### config.mk
export PLATFORM = sky130hd
export DESIGN_NAME = line_pd_dual_motor_drive_top
export DESIGN_NICKNAME = d
export VERILOG_FILES = /design/src/rtl/core/lpdd_pkg.sv /design/src/rtl/core/lpdd_mul.sv /design/src/rtl/core/line_pd_dual_motor_drive_top.sv
export VERILOG_INCLUDE_DIRS = /design/src /design/src/rtl/core
export SDC_FILE = /design/constraint.sdc
export NUM_CORES = 2
export LEC_CHECK = 0
export BUFFER_PORTS_ARGS = -buffer_cell sky130_fd_sc_hd__buf_2
export CORE_MARGIN = 5
export CORE_UTILIZATION = 60
export DETAILED_ROUTE_END_ITERATION = 10
export MAX_ROUTING_LAYER = met4
export PLACE_DENSITY = 0.78
export SETUP_SLACK_MARGIN = 0.1
export SKIP_CTS_REPAIR_TIMING = 1
export SLEW_MARGIN = 15
export SYNTH_ARGS = -nofsm -noshare
export SYNTH_HDL_FRONTEND = slang
export SYNTH_HIERARCHICAL = 1
export SYNTH_SLANG_ARGS = --single-unit
### constraint.sdc
create_clock -name clk -period 11.9 [get_ports clk]
set_input_delay 1.19 -clock clk [delete_from_list [all_inputs] [get_ports clk]]
set_output_delay 1.19 -clock clk [all_outputs]
set_load 0.02 [all_outputs]
### src/rtl/core/line_pd_dual_motor_drive_top_assert.svh
// assertion macros for the line follower drive block
`ifndef LINE_PD_DUAL_MOTOR_DRIVE_TOP_ASSERT_SVH
`define LINE_PD_DUAL_MOTOR_DRIVE_TOP_ASSERT_SVH
`ifndef SYNTH
`define LPDD_ASSERT_SAME(label, clk, rst, ante, cons, msg) \
  label: assert property (@(posedge clk) disable iff (rst) (ante) |-> (cons)) \
    else $error(msg);
`define LPDD_ASSERT_NEXT(label, clk, rst, ante, cons, msg) \
  label: assert property (@(posedge clk) disable iff (rst) (ante) |=> (cons)) \
    else $error(msg);
`else
`define LPDD_ASSERT_SAME(label, clk, rst, ante, cons, msg)
`define LPDD_ASSERT_NEXT(label, clk, rst, ante, cons, msg)
`endif
`endif

### src/rtl/core/lpdd_pkg.sv
package lpdd_pkg;

  localparam int ERR_W  = 16;          // q8.8 input and register fields
  localparam int DER_W  = 17;          // error difference
  localparam int CW     = 34;          // kp*e + kd*d
  localparam int TW     = 35;          // wheel targets
  localparam int BSW    = 37;          // boosted targets
  localparam int XW     = 38;          // boosted target plus correction
  localparam int MUL_LB = 20;          // low slice of the wide operand
  localparam int MUL_AW = MUL_LB + 1;
  localparam int MUL_BW = 17;
  localparam int MUL_PW = MUL_AW + MUL_BW;
  localparam int NW     = 56;          // pwm numerator
  localparam int PWMW   = 17;          // saturated pwm, full scale up to 65535
  localparam int CMP_W  = 11;          // compare and drive fields

  typedef enum logic [2:0] {
    REG_PROP_GAIN    = 3'd0,
    REG_DERIV_GAIN   = 3'd1,
    REG_DERIV_IVL    = 3'd2,
    REG_BASE_SPEED   = 3'd3,
    REG_LEFT_SLOPE   = 3'd4,
    REG_LEFT_OFFSET  = 3'd5,
    REG_RIGHT_SLOPE  = 3'd6,
    REG_RIGHT_OFFSET = 3'd7
  } cfg_idx_t;

  typedef struct packed {
    logic signed [MUL_AW-1:0] a;
    logic signed [MUL_BW-1:0] b;
  } mul_req_t;

endpackage

### src/rtl/core/lpdd_mul.sv
module lpdd_mul import lpdd_pkg::*; (
  input  logic                     clk,
  input  mul_req_t                 req,
  output logic signed [MUL_PW-1:0] prod
);

  always_ff @(posedge clk) begin
    prod <= $signed(req.a) * $signed(req.b);
  end

endmodule

### src/rtl/core/line_pd_dual_motor_drive_top.sv
// pd line follower with differential drive, one shared 21x17 multiplier
// out_valid rises from the decode state once both wheels are done; in_stall holds off
// new beats until the tick finishes, as the sequencer steps the single multiplier
// through kp, kd and two partial products per wheel, and decode waits on out_stall
// reset: synchronous, active high; controller state, config and derivative registers and out_valid clear to 0
`include "line_pd_dual_motor_drive_top_assert.svh"
module line_pd_dual_motor_drive_top import lpdd_pkg::*; #(
  parameter int PWM_FULL_SCALE = 1000,
  parameter int FRAC_BITS      = 8
) (
  input  logic                    clk,
  input  logic                    rst,
  input  logic                    in_valid,
  output logic                    in_stall,
  input  logic [31:0]             now_ms,
  input  logic signed [ERR_W-1:0] line_error,
  input  logic signed [ERR_W-1:0] left_speed,
  input  logic signed [ERR_W-1:0] right_speed,
  input  logic                    driving,
  output logic                    out_valid,
  input  logic                    out_stall,
  output logic                    write_valid,
  output logic [CMP_W-1:0]        right_fwd_compare,
  output logic [CMP_W-1:0]        right_rev_compare,
  output logic [CMP_W-1:0]        left_fwd_compare,
  output logic [CMP_W-1:0]        left_rev_compare,
  output logic signed [CMP_W-1:0] left_drive,
  output logic signed [CMP_W-1:0] right_drive,
  input  logic                    cfg_we,
  input  logic [2:0]              cfg_index,
  input  logic [15:0]             cfg_data
);

  localparam int F2 = 2 * FRAC_BITS;
  localparam logic signed [NW-1:0]   RND_BIAS = (NW'(1) <<< F2) - NW'(1);
  localparam logic signed [NW-1:0]   FULL_NW  = NW'(PWM_FULL_SCALE);
  localparam logic signed [PWMW-1:0] FULL     = PWMW'(PWM_FULL_SCALE);

  typedef enum logic [3:0] {
    S_IDLE, S_KP, S_KD, S_CSUM, S_TGT, S_BST, S_XSUM,
    S_MLO, S_MHI, S_MACC, S_RND, S_SAT, S_DEC
  } state_t;

  state_t state;

  logic signed [ERR_W-1:0] prop_gain, deriv_gain, base_speed;
  logic [15:0]             deriv_interval_ms;
  logic [15:0]             left_slope, left_offset, right_slope, right_offset;

  logic [31:0]             last_sample_time;
  logic signed [ERR_W-1:0] last_error;
  logic signed [DER_W-1:0] deriv_term;
  logic                    was_driving;

  logic signed [ERR_W-1:0] err_q, lsp_q, rsp_q;
  logic                    drv_q;
  logic signed [CW-1:0]    corr;
  logic signed [TW-1:0]    tgt_l, tgt_r;
  logic signed [BSW-1:0]   bst_l, bst_r;
  logic signed [XW-1:0]    x_l, x_r;
  logic signed [NW-1:0]    num, quot;
  logic signed [PWMW-1:0]  pwm_l, pwm_r;
  logic                    side;

  mul_req_t                req;
  logic signed [MUL_PW-1:0] prod;

  logic                    in_beat;
  logic [31:0]             elapsed;
  logic signed [TW-1:0]    base_q;
  logic signed [BSW-1:0]   lsp_sc, rsp_sc;
  logic signed [XW-1:0]    x_sel;
  logic [15:0]             slope_sel, offset_sel;
  logic signed [NW-1:0]    off_sh, num_rnd, bias;
  logic signed [PWMW-1:0]  pwm_sat;

  logic                    wv_d;
  logic [CMP_W-1:0]        rf_d, rr_d, lf_d, lr_d;
  logic signed [PWMW:0]    full_e, pl_e, pr_e, full_m_pr, full_m_pl, full_p_pr, full_p_pl;

  lpdd_mul u_mul (
    .clk  (clk),
    .req  (req),
    .prod (prod)
  );

  assign in_stall = (state != S_IDLE);
  assign in_beat  = in_valid && !in_stall;
  assign elapsed  = now_ms - last_sample_time;

  assign base_q = $signed({{(TW-ERR_W){base_speed[ERR_W-1]}}, base_speed}) <<< FRAC_BITS;
  assign lsp_sc = $signed({{(BSW-ERR_W){lsp_q[ERR_W-1]}}, lsp_q}) <<< FRAC_BITS;
  assign rsp_sc = $signed({{(BSW-ERR_W){rsp_q[ERR_W-1]}}, rsp_q}) <<< FRAC_BITS;

  assign x_sel      = side ? x_r : x_l;
  assign slope_sel  = side ? right_slope : left_slope;
  assign offset_sel = side ? right_offset : left_offset;
  assign off_sh     = $signed(NW'(offset_sel) << F2);

  // truncate toward zero: negative numerators get the divisor less one added
  assign bias    = num[NW-1] ? RND_BIAS : {NW{1'b0}};
  assign num_rnd = num + bias;

  always_comb begin
    if (quot > FULL_NW) begin
      pwm_sat = FULL;
    end else if (quot < -FULL_NW) begin
      pwm_sat = -FULL;
    end else begin
      pwm_sat = PWMW'(quot);
    end
  end

  always_comb begin
    req.a = '0;
    req.b = '0;
    unique case (state)
      S_KP: begin
        req.a = MUL_AW'(err_q);
        req.b = MUL_BW'(prop_gain);
      end
      S_KD: begin
        req.a = MUL_AW'(deriv_term);
        req.b = MUL_BW'(deriv_gain);
      end
      S_MLO: begin
        req.a = $signed({1'b0, x_sel[MUL_LB-1:0]});
        req.b = $signed({1'b0, slope_sel});
      end
      S_MHI: begin
        req.a = MUL_AW'(x_sel >>> MUL_LB);
        req.b = $signed({1'b0, slope_sel});
      end
      default: begin
        req.a = '0;
        req.b = '0;
      end
    endcase
  end

  // bridge decode
  assign full_e    = (PWMW+1)'(FULL);
  assign pl_e      = (PWMW+1)'(pwm_l);
  assign pr_e      = (PWMW+1)'(pwm_r);
  assign full_m_pr = full_e - pr_e;
  assign full_m_pl = full_e - pl_e;
  assign full_p_pr = full_e + pr_e;
  assign full_p_pl = full_e + pl_e;

  always_comb begin
    wv_d = 1'b0;
    rf_d = '0;
    rr_d = '0;
    lf_d = '0;
    lr_d = '0;
    priority if (!drv_q && was_driving) begin
      wv_d = 1'b1;
      rf_d = full_e[CMP_W-1:0];
      rr_d = full_e[CMP_W-1:0];
      lf_d = full_e[CMP_W-1:0];
      lr_d = full_e[CMP_W-1:0];
    end else if (drv_q) begin
      priority if (pwm_l[PWMW-1] && pwm_r[PWMW-1]) begin
        wv_d = 1'b0;
      end else if (pwm_l[PWMW-1] || (pwm_l == '0)) begin
        wv_d = 1'b1;
        rf_d = full_m_pr[CMP_W-1:0];
        rr_d = full_e[CMP_W-1:0];
        lf_d = full_e[CMP_W-1:0];
        lr_d = full_p_pl[CMP_W-1:0];
      end else if (pwm_r[PWMW-1]) begin
        wv_d = 1'b1;
        rf_d = full_e[CMP_W-1:0];
        rr_d = full_p_pr[CMP_W-1:0];
        lf_d = full_m_pl[CMP_W-1:0];
        lr_d = full_e[CMP_W-1:0];
      end else begin
        wv_d = 1'b1;
        rf_d = full_m_pr[CMP_W-1:0];
        rr_d = full_e[CMP_W-1:0];
        lf_d = full_m_pl[CMP_W-1:0];
        lr_d = full_e[CMP_W-1:0];
      end
    end else begin
      wv_d = 1'b0;
    end
  end

  always_ff @(posedge clk) begin
    if (rst) begin
      state             <= S_IDLE;
      out_valid         <= 1'b0;
      side              <= 1'b0;
      prop_gain         <= '0;
      deriv_gain        <= '0;
      deriv_interval_ms <= '0;
      base_speed        <= '0;
      left_slope        <= '0;
      left_offset       <= '0;
      right_slope       <= '0;
      right_offset      <= '0;
      last_sample_time  <= '0;
      last_error        <= '0;
      deriv_term        <= '0;
      was_driving       <= 1'b0;
    end else begin
      if (cfg_we) begin
        unique case (cfg_idx_t'(cfg_index))
          REG_PROP_GAIN:    prop_gain         <= $signed(cfg_data);
          REG_DERIV_GAIN:   deriv_gain        <= $signed(cfg_data);
          REG_DERIV_IVL:    deriv_interval_ms <= cfg_data;
          REG_BASE_SPEED:   base_speed        <= $signed(cfg_data);
          REG_LEFT_SLOPE:   left_slope        <= cfg_data;
          REG_LEFT_OFFSET:  left_offset       <= cfg_data;
          REG_RIGHT_SLOPE:  right_slope       <= cfg_data;
          REG_RIGHT_OFFSET: right_offset      <= cfg_data;
        endcase
      end

      // the decode state raises out_valid itself when the old beat leaves
      if (out_valid && !out_stall && (state != S_DEC)) begin
        out_valid <= 1'b0;
      end

      unique case (state)
        S_IDLE: begin
          if (in_beat) begin
            err_q <= line_error;
            lsp_q <= left_speed;
            rsp_q <= right_speed;
            drv_q <= driving;
            // derivative refresh on wrapping time, driving or not
            if (elapsed > {16'd0, deriv_interval_ms}) begin
              deriv_term       <= DER_W'(line_error) - DER_W'(last_error);
              last_error       <= line_error;
              last_sample_time <= now_ms;
            end
            state <= S_KP;
          end
        end
        S_KP: state <= S_KD;
        S_KD: begin
          corr  <= CW'(prod);
          state <= S_CSUM;
        end
        S_CSUM: begin
          corr  <= corr + CW'(prod);
          state <= S_TGT;
        end
        S_TGT: begin
          tgt_l <= base_q + TW'(corr);
          tgt_r <= base_q - TW'(corr);
          state <= S_BST;
        end
        S_BST: begin
          bst_l <= (BSW'(tgt_l) <<< 1) - lsp_sc;
          bst_r <= (BSW'(tgt_r) <<< 1) - rsp_sc;
          state <= S_XSUM;
        end
        S_XSUM: begin
          // correction goes in once more ahead of the slope
          x_l   <= XW'(bst_l) + XW'(corr);
          x_r   <= XW'(bst_r) - XW'(corr);
          side  <= 1'b0;
          state <= S_MLO;
        end
        S_MLO: state <= S_MHI;
        S_MHI: begin
          num   <= NW'(prod) + off_sh;
          state <= S_MACC;
        end
        S_MACC: begin
          num   <= num + (NW'(prod) <<< MUL_LB);
          state <= S_RND;
        end
        S_RND: begin
          quot  <= num_rnd >>> F2;
          state <= S_SAT;
        end
        S_SAT: begin
          if (side) begin
            pwm_r <= pwm_sat;
            state <= S_DEC;
          end else begin
            pwm_l <= pwm_sat;
            side  <= 1'b1;
            state <= S_MLO;
          end
        end
        S_DEC: begin
          if (!out_valid || !out_stall) begin
            out_valid         <= 1'b1;
            write_valid       <= wv_d;
            right_fwd_compare <= rf_d;
            right_rev_compare <= rr_d;
            left_fwd_compare  <= lf_d;
            left_rev_compare  <= lr_d;
            left_drive        <= pwm_l[CMP_W-1:0];
            right_drive       <= pwm_r[CMP_W-1:0];
            was_driving       <= drv_q;
            state             <= S_IDLE;
          end
        end
        default: state <= S_IDLE;
      endcase
    end
  end

  `LPDD_ASSERT_NEXT(a_busy_after_accept, clk, rst, in_beat, in_stall, "accepted beat did not start a tick")
  `LPDD_ASSERT_SAME(a_hold_is_zero, clk, rst, out_valid && !write_valid, (right_fwd_compare == '0) && (right_rev_compare == '0) && (left_fwd_compare == '0) && (left_rev_compare == '0), "hold result carries compares")
  `LPDD_ASSERT_NEXT(a_dec_waits, clk, rst, (state == S_DEC) && out_valid && out_stall, state == S_DEC, "result overwrote a waiting beat")

endmodule
==> results.md <==
- Final clock skew: 0.02728 ns
- Die W: 315.3 um
- HPWL after DPL: 114500 um
- Avg Synthesized Cell Area: 9.651 um^2
- Xor and xnor fraction of the mapped netlist area: 5.624%
- Tcrit/Tclk final: 71.49%
- Initial antenna violation count: 3
- Share of layout cells above drive strength 1: 7.660%
- Vias per cell: 5.933
- Combinational family with the most area after synthesis: adder cells
- Routed WL per cell: 20.55 um
- All-Layer GR Usage: 30.44%
- Crit-path cells: nor2b_1 > nand3_1 > and2_0 > buf_4 > o21ai_2 > nand2_1 > fa_1 > inv_1 > fa_1 > fa_1 > fa_1 > fa_1 > inv_1 > fa_1 > inv_1 > ha_1 > a21oi_2 > nor2b_1 > or3_1 > o22a_2 > a41oi_2 > o21ai_1 > o311ai_1
- Synth Area in Simple Gates: 14.60%
- RSZ-0062 raised after global routing: false
- Crit Path Max Fanout: 21
- Final routed DRC violation total: 0
- Starting DRC count in detailed routing: 3729
- Data required, critical path: 12.43 ns
- Critical path buffers and inverters: 4
- Routed vias: 42800
- Io pins: 174
- #FFs+latches synth: 728
- Slew Viols, Final: 0
- R2R Path Start: state[0]
- Worst setup EP type: flip-flop
- Drt first pass iters: 6
- Worst Max-Slew Pin Slew: 1.139 ns
- Min cycle time layout: 8.507 ns
- Netlist cell types: 109
- Mux cell area share after synthesis: 2.522%
- Die Area: 99390 um^2
- First-pass GRT wire length: 231700 um
- Core area: 92910 um^2
- CTS tree: yes
- Critical Path Source Type: flip-flop
- Slew margin rel.: 23.79%
- Hold Fails Final Rpt: 0
- Most Frequent Cell on Critical Path: fa_1
- Row count: 112
- Number of port buffers: 173
- Synth Flop Type: edfxtp_1
- Critical path class: reg -> reg
- Final setup vio count: 0
- Maxcap violations: 0
- Largest net degree at the start of global routing: 97
- Starting Density: 60.18%
- Fmax: 117.5 MHz
- CTS Sinks: 728
- Critical path origin: state[0]
- Synth Net Count: 6708
- EDFF count, synth: 490
- Largest area contributor in the synthesized netlist: edfxtp_1
- Number of CTS-inserted buffers: 81
- Leakage Power: 26.22 nW
- Root Driver: clkbuf_16
- Status: completed
- Clk Latency, worst-skew pair: 0.65 ns
- Netlist Area Pre-Place: 55910 um^2
- Remaining Overflow, GRT: 0
- Max rail drop VDD: 0.1047 mV
- Yosys warnings: 6
- DP Area: 57910 um^2
- Worst path max stage delay: 0.89 ns
- Reg clk slew, reported paths: 0.06 ns
- # fillers: 7288
- Compound-Gate Fraction of Synth Area: 13.48%
- Worst Path Arrival: 9.04 ns
- Setup ws final: 3.393 ns
- Adder-Cell Fraction of Synth Area: 23.04%
- Yosys top cell area share: 26.32%
- Final ANT Viol Nets: 0
- Final nets: 6804
- Slowest cell on the critical path: o21ai_2
- Number of global-route vias before repair: 42770
- Register area share after synthesis: 34.84%
- Power per Cell Area: 108.2 nW/um^2
- Max Root-Sink Buffers: 3
- Setup TNS: 0 ns
- Cells after Synth: 5793
- Die height: 315.3 um
- Placement Setup Slack: 3.560 ns
- Drt total wl: 148200 um
- Htree depth: 3
- Family with the most delay on the worst path: adder cells
- GPL Wtd Cong: 0.9758
- Ranking of synthesized cells by area: edfxtp_1 26%, fa_1 13%, ha_1 9.9%
- Hold path startpoint: tgt_r[5]
- Synth-to-Final Area Change: 8.585%
- Min-Delay Path Class: reg -> reg
- Asr flop ratio synth: 0%
- Final instance area: 60710 um^2
cell usage in the layout (no fill, tap or decap), types with 103 or more instances in the layout:
| cell type | Yosys | final |
|---|---|---|
| a21o_1 | 112 | 112 |
| a21oi_1 | 422 | 422 |
| and2_1 | 189 | 189 |
| buf_2 | 14 | 172 |
| dfxtp_1 | 238 | 237 |
| edfxtp_1 | 490 | 490 |
| fa_1 | 366 | 366 |
| ha_1 | 444 | 444 |
| inv_1 | 629 | 629 |
| mux2i_1 | 115 | 115 |
| nand2_1 | 668 | 667 |
| nand3_1 | 104 | 103 |
| nor2_1 | 366 | 363 |
| o21ai_0 | 202 | 184 |
| xnor2_1 | 259 | 259 |
cell type report:
type | instances | area [um^2] | area share (%)
multi-input cells | 4225 | 33250 | 54.77
flip-flops and latches | 728 | 19480 | 32.09
inverters | 630 | 2365 | 3.895
clock inverters | 45 | 553.0 | 0.9109
well taps | 1254 | 1569 | 2.584
diodes | 6 | 15.01 | 0.02473
clock buffers | 102 | 2227 | 3.669
repair buffers | 223 | 1247 | 2.055
layer usage:
metal / GRT usage (%) / vias to the layer above / wire length [um]
met2: 48.25 / 1646 / 68130
met1: 39.20 / 20720 / 61440
met5: - / - / 0
li1: - / 20050 / -
met4: 13.81 / 0 / 8290
met3: 4.424 / 375 / 10350
cell families (layout without fill, tap and decap cells):
group | count (synthesis) | count (layout)
compound gates | 1179 | 1179
xor+xnor | 359 | 359
fa+ha+maj | 810 | 810
buf+inv | 840 | 1000
flops | 728 | 728
mux | 138 | 138
other cells | 0 | 6
simple gates | 1739 | 1739
stage by stage:
stage | hold slack [ns] | util (%) | instances | power [mW]
CTS | 0.4108 | 65.32 | 7207 | 6.587
floorplan | 0.4003 | - | 5793 | 3.671
global route | 0.4254 | 65.33 | 7210 | 6.819
finish | 0.4061 | 65.34 | 7213 | 6.567
global placement | 0.4005 | 62.33 | 7060 | 3.931
detailed placement | 0.4045 | 62.33 | 7060 | 3.956
synth_stat cells (all sizes together), types with 20 or more instances:
library cell  instances
nand2               668
inv                 629
edfxtp              490
ha                  444
a21oi               431
fa                  366
nor2                366
xnor2               259
dfxtp               238
o21ai               230
and2                190
clkbuf              175
mux2i               115
a21o                112
nand3               106
xor2                100
nor3                 92
nand2b               73
o21a                 55
nor2b                53
o21bai               52
nand4                45
and3                 42
buf                  35
a31oi                33
nor4                 28
or3                  25
mux2                 23
o211ai               22
o22ai                22
a211oi               20
o31ai                20
registers in the layout, indices dropped and copies added, names as in the netlist, 17 cells and up:
signal	count
bst_r	35
u_mul/prod	38
tgt_l	35
x_r	37
pwm_l	17
tgt_r	34
corr	34
x_l	38
deriv_term	17
num	56
bst_l	36
last_sample_time	32
quot	40
path summary, 6_finish.rpt:
kind / endpoint / slack (ns) / cells past startpoint
min: bst_r[6] / 0.41 / 0
max: u_mul/prod[27] / 3.39 / 23
max reg2reg: u_mul/prod[27] / 3.39 / 23
min reg2reg: bst_r[6] / 0.41 / 0
where the power goes:
group	total (mW)	switching, mW	leakage (nW)	internal, mW
Combinational	1.06	0.664	18.4	0.397
Clock	2.64	1.05	1.37	1.59
Sequential	2.86	0.0677	6.42	2.80
Total	6.57	1.79	26.2	4.78
worst register-to-register path: cells and delay by family (launching register included):
| family | cells | cell delay (ns) |
|---|---|---|
| flip-flops | 1 | 0.72 |
| buffers and inverters | 4 | 0.36 |
| AO/OA/AOI/OAI | 6 | 2.02 |
| adder cells (fa/ha/maj) | 7 | 3.39 |
| AND/OR/NAND/NOR | 6 | 1.92 |
No activity file was read; power rests on OpenSTA's default activity.
